File: src/hw/rtl/ffsa_pkg.sv
// ----------------------------------------------------------------------------
// ffsa_pkg
// Shared types and constants for the first-fit segment allocator.
// ----------------------------------------------------------------------------
package ffsa_pkg;

	localparam int MAX_SEGMENTS = 32;
	localparam int PAGE_BYTES   = 4096;
	localparam int PAGE_SHIFT   = $clog2(PAGE_BYTES);

	localparam int ADDR_W   = 32;
	localparam int PAGES_W  = 21;
	localparam int KIND_W   = 2;
	localparam int STATUS_W = 2;
	localparam int IDX_W    = $clog2(MAX_SEGMENTS);
	localparam int CNT_W    = $clog2(MAX_SEGMENTS + 1);
	localparam int END_W    = ((ADDR_W > PAGES_W + PAGE_SHIFT) ? ADDR_W
		: (PAGES_W + PAGE_SHIFT)) + 1;

	localparam logic [KIND_W-1:0] KIND_ADD     = 2'd0;
	localparam logic [KIND_W-1:0] KIND_ALLOC   = 2'd1;
	localparam logic [KIND_W-1:0] KIND_RESERVE = 2'd2;
	localparam logic [KIND_W-1:0] KIND_FREE    = 2'd3;

	localparam logic [STATUS_W-1:0] ST_DONE  = 2'd0;
	localparam logic [STATUS_W-1:0] ST_NONE  = 2'd1;
	localparam logic [STATUS_W-1:0] ST_FULL  = 2'd2;
	localparam logic [STATUS_W-1:0] ST_NOFIT = 2'd3;

	typedef struct packed {
		logic [KIND_W-1:0]  kind;
		logic [ADDR_W-1:0]  address;
		logic [PAGES_W-1:0] pages;
	} req_t;

	typedef struct packed {
		logic [STATUS_W-1:0] status;
		logic [ADDR_W-1:0]   result_base;
		logic [PAGES_W-1:0]  result_pages;
	} rsp_t;

	typedef struct packed {
		logic [ADDR_W-1:0]  base;
		logic [PAGES_W-1:0] pages;
		logic               in_use;
	} seg_t;

	localparam int SEG_W = $bits(seg_t);

endpackage

File: src/hw/rtl/ffsa_ram.sv
// ----------------------------------------------------------------------------
// ffsa_ram
// Generic single-write, single-read RAM with a registered read port.
// ----------------------------------------------------------------------------
module ffsa_ram #(
	parameter int WIDTH = 8,
	parameter int DEPTH = 16
) (
	input  logic                     clk,
	input  logic                     wr_en,
	input  logic [$clog2(DEPTH)-1:0] wr_addr,
	input  logic [WIDTH-1:0]         wr_data,
	input  logic [$clog2(DEPTH)-1:0] rd_addr,
	output logic [WIDTH-1:0]         rd_data
);

	logic [WIDTH-1:0] mem [DEPTH];

	always_ff @(posedge clk) begin
		if (wr_en) begin
			mem[wr_addr] <= wr_data;
		end
		rd_data <= mem[rd_addr];
	end

endmodule

File: src/hw/rtl/first_fit_segment_allocator.sv
// ----------------------------------------------------------------------------
// first_fit_segment_allocator
// Ordered segment table in one RAM; a sequencer scans it, then shifts
// entries and writes the new pieces back.
// ----------------------------------------------------------------------------
//  channel | signals                  | direction | payload
//  req     | req_valid, req_stall     | in        | req_t (kind, address, pages)
//  rsp     | rsp_valid, rsp_stall     | out       | rsp_t (status, base, pages)
//
// Each item scans table entries through the single RAM read port, moves
// entries on insertion or removal, writes its new pieces and then hands
// over the result. The scan and the moves together pass over each entry
// once. Reset empties the table at once; the RAM contents need no
// clearing. A new item is taken while the result of the previous one
// still waits in the output register.
// ----------------------------------------------------------------------------
module first_fit_segment_allocator
	import ffsa_pkg::*;
(
	input  logic clk,
	input  logic arst_n,
	input  logic req_valid,
	output logic req_stall,
	input  req_t req,
	output logic rsp_valid,
	input  logic rsp_stall,
	output rsp_t rsp
);

	localparam logic [3:0] S_IDLE = 4'd0;
	localparam logic [3:0] S_RD   = 4'd1;
	localparam logic [3:0] S_EV   = 4'd2;
	localparam logic [3:0] S_RDN  = 4'd3;
	localparam logic [3:0] S_EVN  = 4'd4;
	localparam logic [3:0] S_SHR  = 4'd5;
	localparam logic [3:0] S_SHW  = 4'd6;
	localparam logic [3:0] S_PW   = 4'd7;
	localparam logic [3:0] S_DONE = 4'd8;

	function automatic logic [END_W-1:0] ext_addr(input logic [ADDR_W-1:0] a);
		return {{(END_W-ADDR_W){1'b0}}, a};
	endfunction

	function automatic logic [END_W-1:0] page_bytes(input logic [PAGES_W-1:0] p);
		return {{(END_W-PAGES_W-PAGE_SHIFT){1'b0}}, p, {PAGE_SHIFT{1'b0}}};
	endfunction

	logic [3:0]          state_q;
	logic [CNT_W-1:0]    cnt_q;
	logic [KIND_W-1:0]   kind_q;
	logic [ADDR_W-1:0]   addr_q;
	logic [PAGES_W-1:0]  n_q;
	logic [END_W-1:0]    rend_q;
	logic [CNT_W-1:0]    idx_q;
	seg_t                prev_q;
	logic [END_W-1:0]    prev_end_q;
	logic                prev_ok_q;
	logic [END_W-1:0]    cur_end_q;
	logic                mp_q;
	logic [ADDR_W-1:0]   mbase_q;
	logic [PAGES_W-1:0]  mpages_q;
	seg_t                piece_q [3];
	logic [1:0]          wn_q;
	logic [1:0]          pw_q;
	logic [IDX_W-1:0]    wstart_q;
	logic                up_q;
	logic [1:0]          amt_q;
	logic [CNT_W-1:0]    sstart_q;
	logic [CNT_W-1:0]    k_q;
	logic [STATUS_W-1:0] status_q;
	logic [ADDR_W-1:0]   rbase_q;
	logic [PAGES_W-1:0]  rpages_q;
	logic                rsp_valid_q;
	rsp_t                rsp_q;

	logic [SEG_W-1:0] rd_raw;
	logic [SEG_W-1:0] wr_raw;
	logic [IDX_W-1:0] rd_addr;
	logic [IDX_W-1:0] wr_addr;
	logic             wr_en;
	seg_t             e;
	logic [END_W-1:0] e_end;
	logic [CNT_W-1:0] next_i;
	logic [CNT_W-1:0] sh_src;
	logic [CNT_W-1:0] sh_dst;
	logic [CNT_W-1:0] pw_dst;
	logic             sh_more;

	logic [PAGES_W:0]    psum;
	logic [PAGES_W:0]    nsum;
	logic [ADDR_W-1:0]   rdiff;
	logic [PAGES_W-1:0]  head;
	logic                has_head;
	logic                has_tail;
	logic [1:0]          need;
	logic                has_next;
	logic                mn;
	logic [PAGES_W-1:0]  fpages;

	ffsa_ram #(
		.WIDTH(SEG_W),
		.DEPTH(MAX_SEGMENTS)
	) u_table (
		.clk    (clk),
		.wr_en  (wr_en),
		.wr_addr(wr_addr),
		.wr_data(wr_raw),
		.rd_addr(rd_addr),
		.rd_data(rd_raw)
	);

	assign e        = seg_t'(rd_raw);
	assign e_end    = ext_addr(e.base) + page_bytes(e.pages);
	assign next_i   = idx_q + CNT_W'(1);
	assign sh_src   = up_q ? (k_q - CNT_W'(1)) : k_q;
	assign sh_dst   = up_q ? (k_q - CNT_W'(1) + CNT_W'(amt_q)) : (k_q - CNT_W'(amt_q));
	assign pw_dst   = CNT_W'(wstart_q) + CNT_W'(pw_q);
	assign sh_more  = up_q ? (k_q > sstart_q) : (k_q < cnt_q);

	assign psum     = {1'b0, prev_q.pages} + {1'b0, e.pages};
	assign nsum     = {1'b0, mpages_q} + {1'b0, e.pages};
	assign rdiff    = addr_q - e.base;
	assign head     = PAGES_W'(rdiff >> PAGE_SHIFT);
	assign has_head = addr_q != e.base;
	assign has_tail = rend_q < e_end;
	assign need     = {1'b0, has_head} + {1'b0, has_tail};
	assign has_next = next_i < cnt_q;
	assign mn       = has_next && !e.in_use && (cur_end_q == ext_addr(e.base)) &&
		!nsum[PAGES_W];
	assign fpages   = mn ? nsum[PAGES_W-1:0] : mpages_q;

	always_comb begin
		rd_addr = idx_q[IDX_W-1:0];
		wr_en   = 1'b0;
		wr_addr = pw_dst[IDX_W-1:0];
		wr_raw  = piece_q[pw_q];
		unique case (state_q)
			S_RDN: begin
				rd_addr = next_i[IDX_W-1:0];
			end
			S_SHR: begin
				rd_addr = sh_src[IDX_W-1:0];
			end
			S_SHW: begin
				wr_en   = 1'b1;
				wr_addr = sh_dst[IDX_W-1:0];
				wr_raw  = rd_raw;
			end
			S_PW: begin
				wr_en = 1'b1;
			end
			default: begin
			end
		endcase
	end

	assign req_stall = state_q != S_IDLE;
	assign rsp_valid = rsp_valid_q;
	assign rsp       = rsp_q;

	always_ff @(posedge clk or negedge arst_n) begin
		if (!arst_n) begin
			state_q     <= S_IDLE;
			cnt_q       <= '0;
			rsp_valid_q <= 1'b0;
		end else begin
			if (state_q == S_DONE) begin
				if (!rsp_valid_q || !rsp_stall) begin
					rsp_valid_q <= 1'b1;
				end
			end else if (rsp_valid_q && !rsp_stall) begin
				rsp_valid_q <= 1'b0;
			end
			unique case (state_q)
				S_IDLE: begin
					if (req_valid) begin
						kind_q    <= req.kind;
						addr_q    <= req.address;
						n_q       <= req.pages;
						rend_q    <= ext_addr(req.address) + page_bytes(req.pages);
						idx_q     <= '0;
						prev_ok_q <= 1'b0;
						rbase_q   <= '0;
						pw_q      <= '0;
						if (req.kind == KIND_ADD) begin
							if (cnt_q >= CNT_W'(MAX_SEGMENTS)) begin
								status_q <= ST_FULL;
								rpages_q <= '0;
								state_q  <= S_DONE;
							end else begin
								piece_q[0] <= '{base: req.address, pages: req.pages,
									in_use: 1'b0};
								wn_q     <= 2'd1;
								wstart_q <= '0;
								up_q     <= 1'b1;
								amt_q    <= 2'd1;
								sstart_q <= '0;
								k_q      <= cnt_q;
								status_q <= ST_DONE;
								rpages_q <= req.pages;
								state_q  <= S_SHR;
							end
						end else begin
							status_q <= ST_NONE;
							rpages_q <= '0;
							if (cnt_q == '0 ||
								(req.kind != KIND_FREE && req.pages == '0)) begin
								state_q <= S_DONE;
							end else begin
								state_q <= S_RD;
							end
						end
					end
				end
				S_RD: begin
					state_q <= S_EV;
				end
				S_EV: begin
					priority if (kind_q == KIND_ALLOC && !e.in_use && e.pages >= n_q) begin
						if (e.pages != n_q && cnt_q >= CNT_W'(MAX_SEGMENTS)) begin
							status_q <= ST_FULL;
							state_q  <= S_DONE;
						end else begin
							piece_q[0] <= '{base: e.base, pages: n_q, in_use: 1'b1};
							piece_q[1] <= '{base: ADDR_W'(ext_addr(e.base) +
								page_bytes(n_q)),
								pages: e.pages - n_q, in_use: 1'b0};
							wn_q     <= (e.pages != n_q) ? 2'd2 : 2'd1;
							amt_q    <= (e.pages != n_q) ? 2'd1 : 2'd0;
							up_q     <= 1'b1;
							sstart_q <= next_i;
							k_q      <= cnt_q;
							wstart_q <= idx_q[IDX_W-1:0];
							status_q <= ST_DONE;
							rbase_q  <= e.base;
							rpages_q <= n_q;
							state_q  <= S_SHR;
						end
					end else if (kind_q == KIND_RESERVE && !e.in_use &&
						addr_q >= e.base && ext_addr(addr_q) < e_end) begin
						if (rend_q > e_end) begin
							status_q <= ST_NOFIT;
							state_q  <= S_DONE;
						end else if (({1'b0, cnt_q} + (CNT_W+1)'(need)) >
							(CNT_W+1)'(MAX_SEGMENTS)) begin
							status_q <= ST_FULL;
							state_q  <= S_DONE;
						end else begin
							if (has_head) begin
								piece_q[0] <= '{base: e.base, pages: head, in_use: 1'b0};
								piece_q[1] <= '{base: addr_q, pages: n_q, in_use: 1'b1};
							end else begin
								piece_q[0] <= '{base: addr_q, pages: n_q, in_use: 1'b1};
								piece_q[1] <= '{base: rend_q[ADDR_W-1:0],
									pages: e.pages - head - n_q, in_use: 1'b0};
							end
							piece_q[2] <= '{base: rend_q[ADDR_W-1:0],
								pages: e.pages - head - n_q, in_use: 1'b0};
							wn_q     <= need + 2'd1;
							amt_q    <= need;
							up_q     <= 1'b1;
							sstart_q <= next_i;
							k_q      <= cnt_q;
							wstart_q <= idx_q[IDX_W-1:0];
							status_q <= ST_DONE;
							rbase_q  <= addr_q;
							rpages_q <= n_q;
							state_q  <= S_SHR;
						end
					end else if (kind_q == KIND_FREE && e.base == addr_q) begin
						if (!e.in_use) begin
							state_q <= S_DONE;
						end else begin
							mp_q      <= prev_ok_q && !prev_q.in_use &&
								(prev_end_q == ext_addr(e.base)) && !psum[PAGES_W];
							if (prev_ok_q && !prev_q.in_use &&
								(prev_end_q == ext_addr(e.base)) && !psum[PAGES_W]) begin
								mbase_q  <= prev_q.base;
								mpages_q <= psum[PAGES_W-1:0];
							end else begin
								mbase_q  <= e.base;
								mpages_q <= e.pages;
							end
							cur_end_q <= e_end;
							state_q   <= S_RDN;
						end
					end else begin
						prev_q     <= e;
						prev_end_q <= e_end;
						prev_ok_q  <= 1'b1;
						idx_q      <= next_i;
						state_q    <= (next_i == cnt_q) ? S_DONE : S_RD;
					end
				end
				S_RDN: begin
					state_q <= S_EVN;
				end
				S_EVN: begin
					piece_q[0] <= '{base: mbase_q, pages: fpages, in_use: 1'b0};
					wn_q       <= 2'd1;
					wstart_q   <= mp_q ? IDX_W'(idx_q - CNT_W'(1)) : idx_q[IDX_W-1:0];
					amt_q      <= {1'b0, mp_q} + {1'b0, mn};
					up_q       <= 1'b0;
					sstart_q   <= next_i + CNT_W'(mn);
					k_q        <= next_i + CNT_W'(mn);
					status_q   <= ST_DONE;
					rpages_q   <= fpages;
					state_q    <= S_SHR;
				end
				S_SHR: begin
					state_q <= sh_more ? S_SHW : S_PW;
				end
				S_SHW: begin
					k_q     <= up_q ? (k_q - CNT_W'(1)) : (k_q + CNT_W'(1));
					state_q <= S_SHR;
				end
				S_PW: begin
					pw_q <= pw_q + 2'd1;
					if (pw_q == wn_q - 2'd1) begin
						cnt_q   <= up_q ? (cnt_q + CNT_W'(amt_q)) : (cnt_q - CNT_W'(amt_q));
						state_q <= S_DONE;
					end
				end
				S_DONE: begin
					if (!rsp_valid_q || !rsp_stall) begin
						rsp_q       <= '{status: status_q, result_base: rbase_q,
							result_pages: rpages_q};
						state_q     <= S_IDLE;
					end
				end
				default: begin
					state_q <= S_IDLE;
				end
			endcase
		end
	end

endmodule
File: config.mk
export PLATFORM = sky130hd
export DESIGN_NAME = first_fit_segment_allocator
export DESIGN_NICKNAME = d
export VERILOG_FILES = /design/src/hw/rtl/ffsa_pkg.sv /design/src/hw/rtl/ffsa_ram.sv /design/src/hw/rtl/first_fit_segment_allocator.sv
export SDC_FILE = /design/constraint.sdc
export NUM_CORES = 2
export LEC_CHECK = 0
export ABC_AREA = 1
export BUFFER_PORTS_ARGS = -buffer_cell sky130_fd_sc_hd__buf_4
export CAP_MARGIN = 20
export CELL_PAD_IN_SITES_DETAIL_PLACEMENT = 0
export CELL_PAD_IN_SITES_GLOBAL_PLACEMENT = 1
export CORE_MARGIN = 8
export CORE_UTILIZATION = 55
export DETAILED_ROUTE_END_ITERATION = 10
export HOLD_SLACK_MARGIN = 0.03
export PLACE_DENSITY = 0.83
export SLEW_MARGIN = 20
export SYNTH_ARGS = -nofsm -noshare
export SYNTH_HDL_FRONTEND = slang
export SYNTH_SLANG_ARGS = --single-unit
File: constraint.sdc
create_clock -name clk -period 13.5 [get_ports clk]
set_clock_uncertainty 0.15 [all_clocks]
set_input_delay 1.35 -clock clk [delete_from_list [all_inputs] [get_ports clk]]
set_output_delay 1.35 -clock clk [all_outputs]
set_load 0.005 [all_outputs]
# Word level (Yosys, flattened, before mapping)
# Memories as Yosys holds them, arrays and structs flattened. A register that Yosys moved wholly into a read port is not among the register bits.
# Index checks and enable logic that the tools add are counted.
# classes
n_addsub	25
n_lt_le_gt_ge	10
eq_ne	31
n_mux	162
bitwise	9
reduce_logical	55
# ops
op	n
$mux 54	7
$mux 32	7
$mux 21	10
$mux 6	22
$add 32x33->34	2
$eq 34x32->1	2
$pmux 32 s2	1
$pmux 21 s3	1
$mux 5	12
$mux 4	14
$mux 1	52
$mux 2	24
$add 21x21->22	2
$sub 21x21->21	2
$gt 34x34->1	1
$lt 32x34->1	1
$lt 34x34->1	1
$add 32x32->32	1
$eq 32x32->1	1
$ge 32x32->1	1
$ne 32x32->1	1
$pmux 4 s8	1
$sub 32x32->32	1
$pmux 6 s4	1
other kinds (58)	124
# word_totals
register_bits	417
ramBits	1890
word_cells	324
n_memories	2
# memory_table
memory	depth	word_bits	read_ports	rd_ports_with_merged_regs	write_ports	line	text
u_table.mem	32	54	1	1	1	ffsa_ram.sv:17	logic [WIDTH-1:0] mem [DEPTH];
piece_q	3	54	1	1	3	first_fit_segment_allocator.sv:62	seg_t piece_q [3];

# Logic depth before layout (Yosys ltp)
# depth
depth_word	15
mapped_depth	39

# Hierarchy
# From an unflattened synthesis, not the netlist that was laid out.
# unflattened
cells_unflattened	10044
area_unflattened_um2	107737.1
# by_module_without_submodules
module	n_inst	cells_per_inst	area_each_um2	seq_area_each_um2
ffsa_ram	1	5929	71411.0	52970.8
first_fit_segment_allocator	1	4115	36326.1	16610.9

# Worst setup path before layout
# No wires, ideal clock.
# synth_timing
path_kind	register -> register
from	register u_table.rd_data[2] (read register of u_table.mem)
to	memory piece_q[0][10] in the netlist's numbering, enable pin
t_arrival_ns	7.538
t_required_ns	12.886
setup_slack_ns	5.348
path_stages_with_launch	32
path_buffers	0
cell_sequence	dfxtp_1 inv_1 fa_1 inv_1 nand3_1 nand2_1 nand2_1 nand2_1 a31o_2 xor2_1 inv_1 ha_1 nand2_1 nor4b_1 nand4_1 nor2_1 nor2_1 nor2_1 nand2_1 nand3_2 inv_1 ha_1 ha_1 fa_1 a211oi_1 o2111ai_1 nand2_1 nand2_1 o21ai_0 nand4_1 or2_2 nor2_1
# synth_lines
element	line	text
from (decl)	ffsa_ram.sv:14	output logic [WIDTH-1:0] rd_data
to (decl)	first_fit_segment_allocator.sv:62	

==> impl_metrics.ini <==
[sta]
setup_violations = 0
finalCritPeriodShare_pct = 66.1
rsz0062_at_grt = false
slew_violations = 0
fin_ws_ps = 4570
min_period_ps = 8930
fmax_mhz = 112
worst_pin_slew_ps = 1250
final_hold_viol_count = 0
relSlewSlack_pct = 16.7
tns_ps = 0
hold_ws_ps = 225

[clock_tree]
cts_setup_buffers = 0
clock_path_buffers = 3
cts_buffers = 228
clkTransAtPathRegs_ps = 60
cts-root-buf = clkbuf_16
htree_levels = 4
cts.hold.buffers_added = 0
clk_latency_ps = 890
cts.sinks = 2338
cts_resized = 0
cts_tree = built

[layout]
final_common_cell = edfxtp_1
final_area_um2 = 116000
final_util_pct = 61.6
fin_cells = 11000
drive_gt1_share_pct = 9.21
mostFrequentLayoutCells = 2,270 x edfxtp_1, 964 x nand2_1, 782 x nor2_1
area_growth_pct = 11.3
final_nets = 8693

[critical_path]
required_ps = 13960
cpMostUsedCell = nand2_1
timing.rr.end = piece_q[0][31]
cp-start-kind = flop
r2r-start = u_table.rd_data[2]
rr_worst_depth = 36
crit_fanout = 25
crit_arrival_ps = 9390
reg2reg_slack_ps = 4570
critPathSlowestCell = dfxtp_1
endpoint_kind = flop
cpPeakStageDelay_ps = 680
worstSetupPathType = reg2reg

[drt]
routedWlPerCell_um = 30.1
vias_per_cell = 6.46
vias = 71300
drcViolationCount = 0
wl_met1_mm = 130
drtIter0Drc = 9605
wl_mm = 332
final_antenna_net_count = 0
maxUsedRoutingLayer = met5
firstDrtPassIters = 6
dr_wl_met3_mm = 33.5
route.met2.wl_mm = 152

[synthesis]
netlist_area_um2 = 104000
synth-xor-area-share_pct = 1.63
synth_compound_area_share_pct = 11.4
synth_enable_flop_cells = 2270
syn_nets = 8643
yosys_warnings = 0
synth_cell_types = 64
synth_area_per_cell_um2 = 12.5
ys_ff_latch = 2338
synthAdderAreaFrac_pct = 3.67
syn_inst = 8298
synth_mux_area_share_pct = 3.39
yosysSeqAreaShare_pct = 67.0
synth_top_family_by_area = compound AO/OA/AOI/OAI gates
yosys.area_share.simple_pct = 9.39
async_reset_ff_share_pct = 0.470
synth_flop_cell = edfxtp_1

[power]
power.total_mw = 28.1
p_leak_nw = 40.9
power.density_nw_per_um2 = 243
ir_drop_mv = 0.223

[placement]
port_buffers = 115
dpl_cell_area_um2 = 108000
place_congestion = 0.971
dpl.cell_count = 10600
dp_hpwl_mm = 208
place_ws_ps = 4650

[global_route]
grt_pass1_vias = 67500
grt_usage_pct = 31.6
grt_max_degree = 178
grt_pass1_wl_mm = 473
overflow = 0
antenna_found_initial = 15

[worst_hold_path]
whs_path_depth = 0
min_to = rsp[12]
hold_class = reg2reg
min_from = rpages_q[12]

[floorplan]
core.rowCount = 159
die_x_um = 451
start_util_pct = 55.3
die_h_um = 451
fp.coreArea_um2 = 188000
ioPinCount = 116
fp.dieArea_um2 = 203000

[run]
max_cap_viol_count = 0

[outcome]
outcome = finished, final reports clean
[report_power, final]
group          leakage (nW)  internal [mW]  switching, mW
registers              21.1           9.34          0.449
clock network          3.71           3.64           2.80
logic                  16.1           3.47           8.36
[cell families after synthesis]
kind of cell	count (synthesis)
mux	352
simple gates	2331
buf+inv	938
xor+xnor	193
compound gates	1860
fa+ha+maj	286
flops	2338
[worst max-delay path: cells and delay by family (launching register included)]
kind,cells,cell delay (ps)
simple gates,21,3910
fa+ha+maj,5,1870
buf+inv,5,1040
flops,1,680
compound gates,4,560
xor+xnor,1,380
[worst max-delay path by stage]
stage                                  start             end  depth (start not counted)
after floorplan           u_table.rd_data[2]  piece_q[0][10]                         31
after global routing      u_table.rd_data[2]  piece_q[0][38]                         36
after CTS                 u_table.rd_data[2]  piece_q[0][36]                         36
after detailed placement  u_table.rd_data[2]  piece_q[0][40]                         36
final                     u_table.rd_data[2]  piece_q[0][31]                         36
after global placement    u_table.rd_data[2]  piece_q[0][35]                         36
[cells in the mapped netlist (68+ instances only)]
master | number | share of area [%]
edfxtp_1 | 2270 | 66
a31oi_1 | 118 | 0.71
inv_1 | 438 | 1.6
nand3_1 | 339 | 1.6
o32ai_1 | 81 | 0.68
o21ai_0 | 697 | 3.4
xor2_1 | 121 | 1.0
o221ai_1 | 354 | 3.0
clkbuf_1 | 341 | 1.2
ha_1 | 255 | 3.1
xnor2_1 | 72 | 0.61
a21oi_1 | 249 | 1.2
o211ai_1 | 144 | 1.0
nand2_1 | 966 | 3.5
o21ai_1 | 68 | 0.33
nand4_1 | 87 | 0.52
nor2_1 | 822 | 3.0
mux2i_1 | 352 | 3.4
buf_2 | 93 | 0.45
[area by class of cell]
cell class	count	area, um2
inverter	463	1760
clock inverter	145	1450
clock buffer	281	6110
sequential	2338	69600
tap	2495	3120
timing repair buffer	295	2310
multi-input combinational	5022	31300
antenna	4	10.0
fill	14400	72100
[sequential cells by signal (all words and copies together) (netlist names), 22 cells and up, named ones only]
name             count
addr_q              32
cur_end_q           34
mbase_q             32
piece_q            161
prev_end_q          22
prev_q              54
rbase_q             32
rend_q              22
rsp                 55
u_table.mem       1728
u_table.rd_data     54
[per-layer routing]
layer  track usage [%]  vias to the layer above
met5                 0                        -
met4              13.7                        2
met3              5.43                      709
met2              49.5                     4290
met1              43.9                    35200
li1                  -                    31100
Note: power is estimated with default switching activity, not from simulation.
